`src/sv/bsm_pkg.sv`:
```
// Shared constants, codes and types of the byte stack machine executor.
package bsm_pkg;

	localparam int STACK_DEPTH = 16;
	localparam int CNT_W       = $clog2(STACK_DEPTH + 1);
	localparam int ADDR_W      = $clog2(STACK_DEPTH);
	localparam int QUEUE_DEPTH = 2;
	localparam int QPTR_W      = $clog2(QUEUE_DEPTH);
	localparam int QCNT_W      = $clog2(QUEUE_DEPTH + 1);

	localparam logic [7:0] CODE_LIT = 8'h00;
	localparam logic [7:0] CODE_ADD = 8'h01;
	localparam logic [7:0] CODE_SUB = 8'h04;
	localparam logic [7:0] CODE_DUP = 8'h05;

	localparam logic REQ_CODE = 1'b0;
	localparam logic REQ_PUSH = 1'b1;

	typedef enum logic [2:0] {
		ST_DONE    = 3'd0,
		ST_AWAIT   = 3'd1,
		ST_UNKNOWN = 3'd2,
		ST_UNDER   = 3'd3,
		ST_OVER    = 3'd4
	} status_t;

	typedef enum logic [2:0] {
		OP_PUSH,
		OP_DUP,
		OP_ADD,
		OP_SUB,
		OP_AWAIT,
		OP_UNKNOWN
	} op_t;

	typedef struct packed {
		op_t        op;
		logic [7:0] value;
	} entry_t;

endpackage

```
`src/sv/bsm_in_if.sv`:
```
// Input channel carrying request words to the executor.
interface bsm_in_if;
	logic       valid;
	logic       ready;
	logic       req_type;
	logic [7:0] byte_value;

	modport source (output valid, output req_type, output byte_value, input ready);
	modport sink (input valid, input req_type, input byte_value, output ready);
endinterface

```
`src/sv/bsm_out_if.sv`:
```
// Output channel carrying result words from the executor.
interface bsm_out_if;
	logic       valid;
	logic       ready;
	logic [7:0] top_value;
	logic [4:0] depth;
	logic [2:0] status;

	modport source (output valid, output top_value, output depth, output status, input ready);
	modport sink (input valid, input top_value, input depth, input status, output ready);
endinterface

```
`src/sv/bsm_front.sv`:
```
// Front end: accepts request words, tracks the pending literal and classifies each word.
module bsm_front (
	input  logic            clk,
	input  logic            arst_n,
	bsm_in_if.sink          in_ch,
	input  logic            q_full,
	output logic            q_push,
	output bsm_pkg::entry_t q_entry
);

	logic pending_q;

	assign in_ch.ready = !q_full;
	assign q_push      = in_ch.valid && !q_full;

	always_comb begin
		q_entry.value = in_ch.byte_value;
		if (in_ch.req_type == bsm_pkg::REQ_PUSH || pending_q) begin
			q_entry.op = bsm_pkg::OP_PUSH;
		end else begin
			unique case (in_ch.byte_value)
				bsm_pkg::CODE_LIT: q_entry.op = bsm_pkg::OP_AWAIT;
				bsm_pkg::CODE_DUP: q_entry.op = bsm_pkg::OP_DUP;
				bsm_pkg::CODE_ADD: q_entry.op = bsm_pkg::OP_ADD;
				bsm_pkg::CODE_SUB: q_entry.op = bsm_pkg::OP_SUB;
				default:           q_entry.op = bsm_pkg::OP_UNKNOWN;
			endcase
		end
	end

	always_ff @(posedge clk or negedge arst_n) begin
		if (!arst_n) begin
			pending_q <= 1'b0;
		end else if (q_push && in_ch.req_type == bsm_pkg::REQ_CODE) begin
			pending_q <= !pending_q && (in_ch.byte_value == bsm_pkg::CODE_LIT);
		end
	end

endmodule

```
`src/sv/bsm_queue.sv`:
```
// Short queue of classified words between the front and back ends.
module bsm_queue (
	input  logic            clk,
	input  logic            arst_n,
	input  logic            push,
	input  bsm_pkg::entry_t push_entry,
	output logic            full,
	input  logic            pop,
	output logic            head_valid,
	output bsm_pkg::entry_t head_entry
);

	bsm_pkg::entry_t                 slots_q [bsm_pkg::QUEUE_DEPTH];
	logic [bsm_pkg::QPTR_W-1:0]      wr_ptr_q;
	logic [bsm_pkg::QPTR_W-1:0]      rd_ptr_q;
	logic [bsm_pkg::QCNT_W-1:0]      count_q;

	assign full       = (count_q == bsm_pkg::QCNT_W'(bsm_pkg::QUEUE_DEPTH));
	assign head_valid = (count_q != '0);
	assign head_entry = slots_q[rd_ptr_q];

	always_ff @(posedge clk) begin
		if (push) begin
			slots_q[wr_ptr_q] <= push_entry;
		end
	end

	always_ff @(posedge clk or negedge arst_n) begin
		if (!arst_n) begin
			wr_ptr_q <= '0;
			rd_ptr_q <= '0;
			count_q  <= '0;
		end else begin
			if (push) begin
				wr_ptr_q <= (wr_ptr_q == bsm_pkg::QPTR_W'(bsm_pkg::QUEUE_DEPTH - 1)) ?
					'0 : wr_ptr_q + bsm_pkg::QPTR_W'(1);
			end
			if (pop) begin
				rd_ptr_q <= (rd_ptr_q == bsm_pkg::QPTR_W'(bsm_pkg::QUEUE_DEPTH - 1)) ?
					'0 : rd_ptr_q + bsm_pkg::QPTR_W'(1);
			end
			if (push && !pop) begin
				count_q <= count_q + bsm_pkg::QCNT_W'(1);
			end else if (pop && !push) begin
				count_q <= count_q - bsm_pkg::QCNT_W'(1);
			end
		end
	end

endmodule

```
`src/sv/bsm_back.sv`:
```
// Back end: executes classified words on the operand stack and registers the result word.
module bsm_back (
	input  logic            clk,
	input  logic            arst_n,
	input  logic            head_valid,
	input  bsm_pkg::entry_t head_entry,
	output logic            pop,
	bsm_out_if.source       out_ch
);

	logic [7:0]                stack_mem [bsm_pkg::STACK_DEPTH];
	logic [bsm_pkg::CNT_W-1:0] cnt_q;
	logic [7:0]                top_q;
	logic [7:0]                nxt_q;
	logic [7:0]                third_q;
	logic                      out_valid_q;
	logic [7:0]                out_top_q;
	logic [4:0]                out_depth_q;
	bsm_pkg::status_t          out_status_q;

	logic                      fire;
	logic                      is_full;
	logic                      is_empty;
	logic                      do_push;
	logic                      do_pop;
	logic [7:0]                push_val;
	logic [7:0]                pop_val;
	logic [bsm_pkg::CNT_W-1:0] cnt_d;
	logic [7:0]                top_d;
	logic [7:0]                nxt_d;
	bsm_pkg::status_t          status_d;
	logic [bsm_pkg::CNT_W-1:0] wr_diff;
	logic [bsm_pkg::CNT_W-1:0] rd_diff;

	assign fire     = head_valid && (!out_valid_q || out_ch.ready);
	assign pop      = fire;
	assign is_full  = (cnt_q == bsm_pkg::CNT_W'(bsm_pkg::STACK_DEPTH));
	assign is_empty = (cnt_q == '0);
	assign wr_diff  = cnt_q - bsm_pkg::CNT_W'(2);
	assign rd_diff  = cnt_q - bsm_pkg::CNT_W'(4);

	assign out_ch.valid     = out_valid_q;
	assign out_ch.top_value = out_top_q;
	assign out_ch.depth     = out_depth_q;
	assign out_ch.status    = out_status_q;

	always_comb begin
		do_push  = 1'b0;
		do_pop   = 1'b0;
		push_val = head_entry.value;
		status_d = bsm_pkg::ST_DONE;
		unique case (head_entry.op)
			bsm_pkg::OP_PUSH: begin
				if (is_full) begin
					status_d = bsm_pkg::ST_OVER;
				end else begin
					do_push = 1'b1;
				end
			end
			bsm_pkg::OP_DUP: begin
				push_val = top_q;
				if (is_empty) begin
					status_d = bsm_pkg::ST_UNDER;
				end else if (is_full) begin
					status_d = bsm_pkg::ST_OVER;
				end else begin
					do_push = 1'b1;
				end
			end
			bsm_pkg::OP_ADD, bsm_pkg::OP_SUB: begin
				if (cnt_q < bsm_pkg::CNT_W'(2)) begin
					status_d = bsm_pkg::ST_UNDER;
				end else begin
					do_pop = 1'b1;
				end
			end
			bsm_pkg::OP_AWAIT:   status_d = bsm_pkg::ST_AWAIT;
			bsm_pkg::OP_UNKNOWN: status_d = bsm_pkg::ST_UNKNOWN;
			default:             status_d = bsm_pkg::ST_UNKNOWN;
		endcase
	end

	assign pop_val = (head_entry.op == bsm_pkg::OP_ADD) ? (nxt_q + top_q) : (nxt_q - top_q);

	always_comb begin
		cnt_d = cnt_q;
		top_d = top_q;
		nxt_d = nxt_q;
		if (do_push) begin
			cnt_d = cnt_q + bsm_pkg::CNT_W'(1);
			top_d = push_val;
			nxt_d = top_q;
		end else if (do_pop) begin
			cnt_d = cnt_q - bsm_pkg::CNT_W'(1);
			top_d = pop_val;
			nxt_d = third_q;
		end
	end

	always_ff @(posedge clk) begin
		if (fire && do_push && cnt_q >= bsm_pkg::CNT_W'(2)) begin
			stack_mem[wr_diff[bsm_pkg::ADDR_W-1:0]] <= nxt_q;
		end
	end

	always_ff @(posedge clk) begin
		if (fire && do_push) begin
			third_q <= nxt_q;
		end else if (fire && do_pop) begin
			third_q <= stack_mem[rd_diff[bsm_pkg::ADDR_W-1:0]];
		end
	end

	always_ff @(posedge clk) begin
		if (fire) begin
			top_q        <= top_d;
			nxt_q        <= nxt_d;
			out_top_q    <= (cnt_d == '0) ? 8'h00 : top_d;
			out_depth_q  <= 5'(cnt_d);
			out_status_q <= status_d;
		end
	end

	always_ff @(posedge clk or negedge arst_n) begin
		if (!arst_n) begin
			cnt_q       <= '0;
			out_valid_q <= 1'b0;
		end else begin
			if (fire) begin
				cnt_q <= cnt_d;
			end
			if (fire) begin
				out_valid_q <= 1'b1;
			end else if (out_ch.ready) begin
				out_valid_q <= 1'b0;
			end
		end
	end

endmodule

```
`src/sv/byte_stack_machine_executor_unit.sv`:
```
// Top level of the byte stack machine executor: front end, word queue and back end.
// An accepted word is queued; the back end executes it and registers its result word.
// The back end takes one word per cycle unless its output stalls; the stack update there
// keeps the top two entries in registers and the rest in a one-port memory.
// Reset clears the stack count, the pending literal, the queue and the output valid;
// the stack memory itself is not cleared.
module byte_stack_machine_executor_unit (
	input  logic      clk,
	input  logic      arst_n,
	bsm_in_if.sink    in_ch,
	bsm_out_if.source out_ch
);

	logic            q_push;
	logic            q_full;
	logic            q_pop;
	logic            head_valid;
	bsm_pkg::entry_t push_entry;
	bsm_pkg::entry_t head_entry;

	bsm_front u_front (
		.clk     (clk),
		.arst_n  (arst_n),
		.in_ch   (in_ch),
		.q_full  (q_full),
		.q_push  (q_push),
		.q_entry (push_entry)
	);

	bsm_queue u_queue (
		.clk        (clk),
		.arst_n     (arst_n),
		.push       (q_push),
		.push_entry (push_entry),
		.full       (q_full),
		.pop        (q_pop),
		.head_valid (head_valid),
		.head_entry (head_entry)
	);

	bsm_back u_back (
		.clk        (clk),
		.arst_n     (arst_n),
		.head_valid (head_valid),
		.head_entry (head_entry),
		.pop        (q_pop),
		.out_ch     (out_ch)
	);

endmodule
```
`src/flat_wrapper.sv`:
```
// flat-port wrapper written by rule: the top's interface ports become plain ports
module byte_stack_machine_executor_unit_flat 
  (clk, arst_n, in_ch_valid, in_ch_req_type, in_ch_byte_value, in_ch_ready, out_ch_valid, out_ch_top_value, out_ch_depth, out_ch_status, out_ch_ready);
  bsm_in_if in_ch_i ();
  bsm_out_if out_ch_i ();
  input  logic clk;
  input  logic arst_n;
  input wire logic [$bits(in_ch_i.valid)-1:0] in_ch_valid;
  input wire logic [$bits(in_ch_i.req_type)-1:0] in_ch_req_type;
  input wire logic [$bits(in_ch_i.byte_value)-1:0] in_ch_byte_value;
  output wire logic [$bits(in_ch_i.ready)-1:0] in_ch_ready;
  output wire logic [$bits(out_ch_i.valid)-1:0] out_ch_valid;
  output wire logic [$bits(out_ch_i.top_value)-1:0] out_ch_top_value;
  output wire logic [$bits(out_ch_i.depth)-1:0] out_ch_depth;
  output wire logic [$bits(out_ch_i.status)-1:0] out_ch_status;
  input wire logic [$bits(out_ch_i.ready)-1:0] out_ch_ready;
  assign in_ch_i.valid = in_ch_valid;
  assign in_ch_i.req_type = in_ch_req_type;
  assign in_ch_i.byte_value = in_ch_byte_value;
  assign in_ch_ready = in_ch_i.ready;
  assign out_ch_valid = out_ch_i.valid;
  assign out_ch_top_value = out_ch_i.top_value;
  assign out_ch_depth = out_ch_i.depth;
  assign out_ch_status = out_ch_i.status;
  assign out_ch_i.ready = out_ch_ready;
  byte_stack_machine_executor_unit u_core (.clk(clk), .arst_n(arst_n), .in_ch(in_ch_i), .out_ch(out_ch_i));
endmodule
```
`config.mk`:
```
export PLATFORM = sky130hd
export DESIGN_NAME = byte_stack_machine_executor_unit_flat
export DESIGN_NICKNAME = d
export VERILOG_FILES = /design/src/sv/bsm_pkg.sv /design/src/sv/bsm_in_if.sv /design/src/sv/bsm_out_if.sv /design/src/sv/bsm_front.sv /design/src/sv/bsm_queue.sv /design/src/sv/bsm_back.sv /design/src/sv/byte_stack_machine_executor_unit.sv /design/src/flat_wrapper.sv
export SDC_FILE = /design/constraint.sdc
export NUM_CORES = 1
export LEC_CHECK = 0
export BUFFER_PORTS_ARGS = -buffer_cell sky130_fd_sc_hd__clkbuf_2
export CELL_PAD_IN_SITES_DETAIL_PLACEMENT = 0
export CELL_PAD_IN_SITES_GLOBAL_PLACEMENT = 1
export CORE_MARGIN = 2
export CORE_UTILIZATION = 53
export CTS_CLUSTER_SIZE = 24
export DETAILED_ROUTE_END_ITERATION = 8
export HOLD_SLACK_MARGIN = 0.15
export PLACE_DENSITY_LB_ADDON = 0.1
export REMOVE_ABC_BUFFERS = 1
export SLEW_MARGIN = 5
export SYNTH_ARGS = -nofsm -noshare
export SYNTH_HDL_FRONTEND = slang
export SYNTH_SLANG_ARGS = --single-unit
```
`constraint.sdc`:
```
create_clock -name clk -period 3.8 [get_ports clk]
set_clock_uncertainty 0.2 [all_clocks]
set_input_delay 0.38 -clock clk [delete_from_list [all_inputs] [get_ports clk]]
set_output_delay 0.38 -clock clk [all_outputs]
set_load 0.01 [all_outputs]
```
==> impl_summary.log, run 1 <==
INFO  metric run_status = finished clean
INFO  metric yosysSeqAreaShare = 67.4%
INFO  metric port-buffer-count = 30
INFO  metric antenna_cells = 0
INFO  metric post_synth.cell_area_avg = 16.0 um2
INFO  metric critical-path-top-cell-by-count = xnor2_1
INFO  metric drv.max_cap_violation_count = 0
INFO  metric layout_commonest_cell = edfxtp_1
INFO  metric final_period_minus_worst_setup_slack = 3.54 ns
INFO  metric worstPathCellList = or4b_2 -> o21ai_1 -> buf_4 -> nor2_1 -> xnor2_1 -> ha_1 -> a21oi_1 -> nand2_1 -> xnor2_1 -> o21ai_0 -> o41a_1
INFO  metric post-synth-top-area-fraction = 64.3%
INFO  metric routed-wl-met3 = 960 um
INFO  metric drc = 0
INFO  metric place.gp.congestion = 0.826
INFO  metric postRouteWirelength = roughly 19 mm
INFO  metric grt-ovfl-total = 0
INFO  metric postLayoutSetupSlackWorst = 0.258 ns
INFO  metric worst_setup_path_startpoint = u_core.u_queue.slots_q[0][8]
INFO  metric cts_max_level = 1
INFO  metric final_cells = around 860
INFO  metric yosys-mux-area-fraction = 11.5%
INFO  metric layout-area-overhead-vs-synth = 15.7%
INFO  metric clock-sinks = 201
INFO  metric grt_setup_unrepaired = false
INFO  metric chipHeight = approximately 130 um
INFO  metric yosysTopAreaCell = edfxtp_1
INFO  metric post-place-cells = 810
INFO  metric root_buffer = clkbuf_16
INFO  metric rr_startpoint = u_core.u_queue.slots_q[0][8]
INFO  metric hold_wc_path_type = flop to flop
INFO  metric final.fill_count = 1230
INFO  metric synth_top_flop_cell = edfxtp_1
INFO  metric dieArea = 17800 um2
INFO  metric synth.ff_latch_count = approximately 200
INFO  metric slew_headroom = a little under a third
INFO  metric max_clock_freq = 282 MHz
INFO  metric worst_ir_drop_vdd = 472 uV
INFO  metric highest-signal-layer = met4
INFO  metric timing.critical_path.buf_inv = 1
INFO  metric yosys.area_share.xor_xnor = 2.27%
INFO  metric cts_tree = built
INFO  metric wire_per_inst = 21.7 um
INFO  metric worstMarginPinSlew = around 1.0 ns
INFO  metric drt.antenna.violating_nets = 0
INFO  metric placeableCoreArea = 16500 um2
INFO  metric cp_top_family = compound AO/OA/AOI/OAI gates
INFO  metric final_max_slew_viol_count = 0
INFO  metric first_iter_violations = 506
INFO  metric die_w = 133 um
INFO  metric route.layer.met1.wl = 8.80 mm
INFO  metric synth-edff-count = 190
INFO  metric row_count = between 40 and 50
INFO  metric min-delay-start = u_core.u_queue.wr_ptr_q
INFO  metric largest_net_degree_at_the_start_of_global_routing = 39
INFO  metric powerDensity = 844 nW/um2
INFO  metric synthAdderAreaFrac = 3.33%
INFO  metric globalRouteTotalUtil = 22.0%
INFO  metric synth-simple-area-share = about 8.0%
INFO  metric final_cycle_utilization_of_the_critical_path = 93.2%
INFO  metric grt_antenna_before_repair = 0
INFO  metric fin_nets = between 600 and 700
INFO  metric detailedPlace.worstSlack = 0.263 ns
INFO  metric clkTransAtPathRegs = 0.06 ns
INFO  metric detailroute.wirelength.met2 = 8.67 mm
INFO  metric detail_route.vias_per_cell = 5.82
INFO  metric num_vias = around 5k
INFO  metric global_route_wire_length_before_repair = 29.5 mm
INFO  metric worst_ep_arrival_time = 3.71 ns
INFO  metric layout.cells.most_common_list = 190 x edfxtp_1, 66 x nand2_1, 41 x nor2_1
INFO  metric stdcell_area = about 10000 um2
INFO  metric place.detailed.hpwl = 12.6 mm
INFO  metric critical_path.endpoint_type = flop
INFO  metric timing.setup.critical_path_class = flop to flop
INFO  metric finalPower = 8.66 mW
INFO  metric multi_input_comb_area = 2750 um2
INFO  metric syn_inst = 556
INFO  metric post_synth_instance_area = 8870 um2
INFO  metric postCtsSetupRepairBufs = 0
INFO  metric postSynth.asyncResetShare = between 5 and 6%
INFO  metric cts_made_buffers = 22
INFO  metric crit_slowest_cell = or4b_2
INFO  metric critical_path.max_fanout = 7
INFO  metric finalHoldViolations = 0
INFO  metric clock_insertion_delay_worst_skew = between 0.5 and 0.6 ns
INFO  metric crit_path_largest_cell_delay = 0.65 ns
INFO  metric initial_utilization = 53.9%
INFO  metric setup_violations = 0
INFO  metric clk_path_buf_depth = 3
INFO  metric grt_pass1_vias = 5075
INFO  metric drive_above_1_share = between 20% and 30%
INFO  metric cp_data_required_time = 3.96 ns
INFO  metric register_area = between 5000 and 6000 um2
INFO  metric dpl_cell_area = approximately 9400 um2
INFO  metric compound_gate_fraction_of_synth_area = 5.97%
INFO  metric setup.worst_path.start_class = flop
INFO  metric dominant_combinational_cell_family_by_area_after_synthesis = multiplexers
INFO  metric synthTopCellsByArea = edfxtp_1 64%, mux4_2 10%, dfrtp_1 3.1%
INFO  metric firstDrtPassIters = 5
INFO  metric pin_count = 31
INFO  metric leakage_power_of_the_design = between 3 and 4 nW
INFO  metric synthesis.yosys.warnings = 0
INFO  metric yosys.cell_types.count = 64
## path summary, 6_finish.rpt
path / end / slack, ns / cells after the start
hold / removal: u_core.u_queue.wr_ptr_q / 0.30 / 1
setup reg to reg: u_core.u_back.out_ch.top_value[3] / 0.26 / 11
hold reg to reg: u_core.u_queue.wr_ptr_q / 0.30 / 1
setup / recovery: u_core.u_back.out_ch.top_value[3] / 0.26 / 11
max in group asynchronous: u_core.u_back.cnt_q[0] / 2.15 / 3
min in group asynchronous: u_core.u_back.cnt_q[4] / 0.81 / 3
## per-stage QoR
stage	hold WS, ns	setup TNS (ns)	utilization [%]
CTS	0.301	0	62.3
global placement	0.0996	0	57.0
detailed placement	0.107	0	57.0
finish	0.299	0	62.3
global route	0.323	0	62.3
floorplan	-0.116	-82.18	-
## report_power, final
group          internal (mW)  leakage [nW]  switching, mW
combinational           1.30          1.42           1.72
sequential              3.13          1.86          0.376
clock                   1.27         0.354          0.862
## registers in the layout (all words and copies together) (netlist names)
signal	flops
u_core.u_back.out_ch.valid	1
u_core.u_back.nxt_q	8
u_core.u_back.third_q	8
u_core.u_back.cnt_q	5
u_core.u_queue.slots_q	22
u_core.u_back.out_ch.top_value	8
u_core.u_back.stack_mem	128
u_core.u_back.out_ch.depth	5
u_core.u_queue.rd_ptr_q	1
u_core.u_front.pending_q	1
u_core.u_back.top_q	8
u_core.u_queue.count_q	2
u_core.u_back.out_ch.status	3
u_core.u_queue.wr_ptr_q	1
## final cells by class
type,count,area share [%]
flip-flops and latches,201,58.3
multi-input cells,324,26.8
clock buffers,23,5.40
repair buffers,68,4.61
well taps,220,2.68
clock inverters,16,1.76
inverters,12,0.439
## routing by layer
metal | GRT usage (%) | up-vias
li1 | - | 2306
met1 | 33.8 | 2592
met2 | 34.0 | 102
met3 | 3.35 | 25
met4 | 4.37 | 0
met5 | 0 | -
## cell families (layout without fill, tap and decap cells)
logic type / Yosys count / after routing
AO/OA/AOI/OAI: 74 / 74
XOR/XNOR: 23 / 23
adder cells (fa/ha/maj): 23 / 23
buffers and inverters: 31 / 119
flip-flops: 201 / 201
multiplexers: 51 / 51
AND/OR/NAND/NOR: 153 / 153
## synthesized netlist by cell type (all sizes together) (2+ instances only)
cell type,instances
a211oi,5
a21o,5
a21oi,16
a221oi,4
a22oi,2
a31oi,3
a32o,2
and2,2
and3,2
buf,12
clkbuf,7
dfrtp,11
edfxtp,190
ha,22
inv,11
mux2,4
mux2i,7
mux4,40
nand2,67
nand2b,6
nand3,9
nor2,42
nor2b,3
nor3,3
nor3b,5
nor4,4
o21a,4
o21ai,17
o22ai,2
or3,5
or3b,2
xnor2,15
xor2,8
## timing repair
item | in CTS | in global routing
hold buffers | 15 | 0
resized for setup | 0 | 1
endpoints found under the setup margin | 0 | 1
endpoints found under the hold margin | 36 | 0
(Power assumes the default switching activity.)
==> inputs of run 2 (changes only) <==
--- a/config.mk
+++ b/config.mk
@@ -18,4 +18,5 @@
 export SLEW_MARGIN = 5
 export SYNTH_ARGS = -nofsm -noshare
 export SYNTH_HDL_FRONTEND = slang
+export SYNTH_HIERARCHICAL = 1
 export SYNTH_SLANG_ARGS = --single-unit
==> impl_summary.log, run 2 <==
INFO  metric clock_power_share = 23.1%
INFO  metric dominant_combinational_cell_family_by_area_after_synthesis = multiplexers
INFO  metric postLayoutSetupSlackWorst = 0.247 ns
INFO  metric p_comb_share = 36.9%
INFO  metric initial_utilization = 54.2%
INFO  metric post-synth-top-area-fraction = 63.7%
INFO  metric final_cells = 825
INFO  metric setup.worst_path.start_class = flop
INFO  metric clock-sinks = about 200
INFO  metric globalRouteTotalUtil = 20.3%
INFO  metric critical-path-top-cell-by-count = mux2_2
INFO  metric finalHoldViolations = 0
INFO  metric powerDensity = 880 nW/um2
INFO  metric drv.max_cap_violation_count = 0
INFO  metric grt_pass1_vias = 4698
INFO  metric hold_slack = about 0.28 ns
INFO  metric layout_commonest_cell = edfxtp_1
INFO  metric grt_antenna_before_repair = 0
INFO  metric dpl_cell_area = 9400 um2
INFO  metric post_synth.cell_area_avg = ~17 um2
INFO  metric placeableCoreArea = 16500 um2
INFO  metric row_count = 47
INFO  metric port-buffer-count = 30
INFO  metric layout.cells.most_common_list = 190 x edfxtp_1, 40 x nand2_1, 38 x nor2_1
INFO  metric chipHeight = about 130 um
INFO  metric synth_top_flop_cell = edfxtp_1
INFO  metric wire_per_inst = 21.5 um
INFO  metric stdcell_area = between 10000 and 15000 um2
INFO  metric clock_insertion_delay_worst_skew = 0.50 ns
INFO  metric drt.antenna.violating_nets = 0
INFO  metric flip_flop_count_of_the_largest_register_all_copies_and_words_added = 128
INFO  metric die_w = 134 um
INFO  metric worst_ep_arrival_time = about 3.6 ns
INFO  metric num_vias = 4753
INFO  metric antenna_cells = 0
INFO  metric synth_common_cells = 190 x edfxtp_1, 40 x nand2_1, 38 x nor2_1, 26 x mux4_1, 21 x ha_1
INFO  metric worstPathCellList = mux2_2 -> nor3b_2 -> mux2_2 -> fa_1 -> a211oi_1 -> o21bai_1 -> a21oi_1 -> xnor2_1 -> a221oi_1 -> nor2_1
INFO  metric postSynth.asyncResetShare = 5.47%
INFO  metric dieArea = roughly 18000 um2
INFO  metric cts_made_buffers = 21
INFO  metric final.fill_count = 1198
INFO  metric clkTransAtPathRegs = 0.06 ns
INFO  metric first_iter_violations = 267
INFO  metric cts_tree = built
INFO  metric yosys.area_share.xor_xnor = 2.74%
INFO  metric synth-edff-count = 190
INFO  metric critical_path.endpoint_type = flop
INFO  metric yosys-mux-area-fraction = 14.4%
INFO  metric leakage_power_of_the_design = 3.71 nW
INFO  metric p_seq_share = 39.9%
INFO  metric crit_slowest_cell = fa_1
INFO  metric post_synth_instance_area = 8950 um2
INFO  metric timing.setup.critical_path_class = flop to flop
INFO  metric fin_nets = 625
INFO  metric root_buffer = clkbuf_16
INFO  metric compound_gate_fraction_of_synth_area = a little under 4%
INFO  metric postCtsSetupRepairBufs = 0
INFO  metric drc = 0
INFO  metric firstDrtPassIters = 5
INFO  metric net-switching-power = 3.02 mW
INFO  metric detail_route.vias_per_cell = between 5 and 6
INFO  metric drive_above_1_share = 22.0%
INFO  metric max_clock_freq = 281 MHz
INFO  metric syn_inst = 523
INFO  metric sw_ratio = 33.3%
INFO  metric pin_count = 31
INFO  metric synthesis.yosys.warnings = 6
INFO  metric p_int = 6.03 mW
INFO  metric grt_setup_unrepaired = false
INFO  metric synth-simple-area-share = 6.48%
INFO  metric synthTopCellsByArea = edfxtp_1 64%, mux4_1 7.6%, mux4_2 3.5%
INFO  metric crit_path_largest_cell_delay = 0.46 ns
INFO  metric slew_headroom = 25.3%
INFO  metric post-synth-top-count-cell = edfxtp_1
INFO  metric largest_net_degree_at_the_start_of_global_routing = 38
INFO  metric final_cycle_utilization_of_the_critical_path = 93.5%
INFO  metric run_status = finished clean
INFO  metric final_period_minus_worst_setup_slack = between 3 and 4 ns
INFO  metric worst_ir_drop_vdd = 477 uV
INFO  metric synthAdderAreaFrac = 3.16%
INFO  metric synth.ff_latch_count = 201
INFO  metric layout-area-overhead-vs-synth = 14.8%
INFO  metric post-place-cells = 772
INFO  metric grt-ovfl-total = 0
INFO  metric cts_max_level = 1
INFO  metric clk_path_buf_depth = 3
INFO  metric yosysSeqAreaShare = 66.8%
INFO  metric final_max_slew_viol_count = 0
INFO  metric detailedPlace.worstSlack = 0.176 ns
INFO  metric cp_data_required_time = roughly 3.8 ns
INFO  metric postRouteWirelength = around 18 mm
INFO  metric worstMarginPinSlew = roughly 1.1 ns
INFO  metric yosysTopAreaCell = edfxtp_1
INFO  metric global_route_wire_length_before_repair = 27.2 mm
INFO  metric place.detailed.hpwl = around 12 mm
INFO  metric setup_violations = 0
INFO  metric hold_wc_path_type = flop to flop
INFO  metric yosys.cell_types.count = between 50 and 60
INFO  metric place.gp.congestion = ~0.84
INFO  metric critical_path.max_fanout = 8
## run 2: cell type report
type	instances	area (um2)	area share (%)
clock inverters	17	188	1.83
flip-flops and latches	201	5980	58.2
inverters	16	60.1	0.585
repair buffers	69	493	4.80
multi-input cells	281	2750	26.8
well taps	220	275	2.68
clock buffers	21	526	5.11
## run 2: critical path, delay by kind of cell (launching register included)
kind | cells | cell delay, ns
AO/OA/AOI/OAI | 4 | 0.88
flip-flops | 1 | 0.43
XOR/XNOR | 1 | 0.09
multiplexers | 2 | 0.83
adder cells (fa/ha/maj) | 1 | 0.46
AND/OR/NAND/NOR | 2 | 0.38
## run 2: kinds of logic (layout without fill, tap and decap cells)
kind of cell	count (synthesis)	in the layout
flip-flops	201	201
AND/OR/NAND/NOR	116	116
multiplexers	60	60
AO/OA/AOI/OAI	55	55
buffers and inverters	41	123
XOR/XNOR	28	28
adder cells (fa/ha/maj)	22	22
## run 2: power groups by stage
stage	combinational (mW)	sequential [mW]	clock (mW)
floorplan	2.27	3.65	0
global placement	3.27	3.62	0
detailed placement	3.30	3.66	0
CTS	3.32	3.62	2.14
global route	3.64	3.67	2.23
finish	3.34	3.61	2.09
## run 2: repair_timing
| action | CTS | global route |
|---|---|---|
| endpoints found under the hold margin | 36 | 0 |
| resized for setup | 0 | 3 |
| hold buffers | 15 | 0 |
| endpoints found under the setup margin | 0 | 6 |
## run 2: metrics by stage
stage	util [%]	TNS [ns]	power, mW
final	62.2	0	9.04
after detailed placement	56.9	0	6.96
after global placement	56.9	0	6.90
after global routing	62.2	0	9.54
after floorplan	-	-17.17	5.92
after CTS	62.1	0	9.07
## run 2: routing by layer
layer  up-vias  share of wire (%)  global-route usage [%]
met5         -                  0                       0
met4         0                1.6                    5.08
met3        19                3.9                    3.25
met2       112                 48                    31.9
met1      2449                 47                    30.1
li1       2173                  -                       -
## run 2: final timing paths
kind / cells after the start / to / slack (ns) / startpoint
max: 10 / u_core/u_back/out_ch.top_value[6] / 0.25 / u_core/u_queue/rd_ptr_q
min: 1 / u_core/u_queue/count_q[1] / 0.28 / u_core/u_queue/count_q[1]
max reg2reg: 10 / u_core/u_back/out_ch.top_value[6] / 0.25 / u_core/u_queue/rd_ptr_q
min reg2reg: 1 / u_core/u_queue/count_q[1] / 0.28 / u_core/u_queue/count_q[1]
max in group asynchronous: 3 / u_core/u_back/cnt_q[0] / 2.18 / arst_n
min in group asynchronous: 3 / u_core/u_back/cnt_q[4] / 0.79 / arst_n
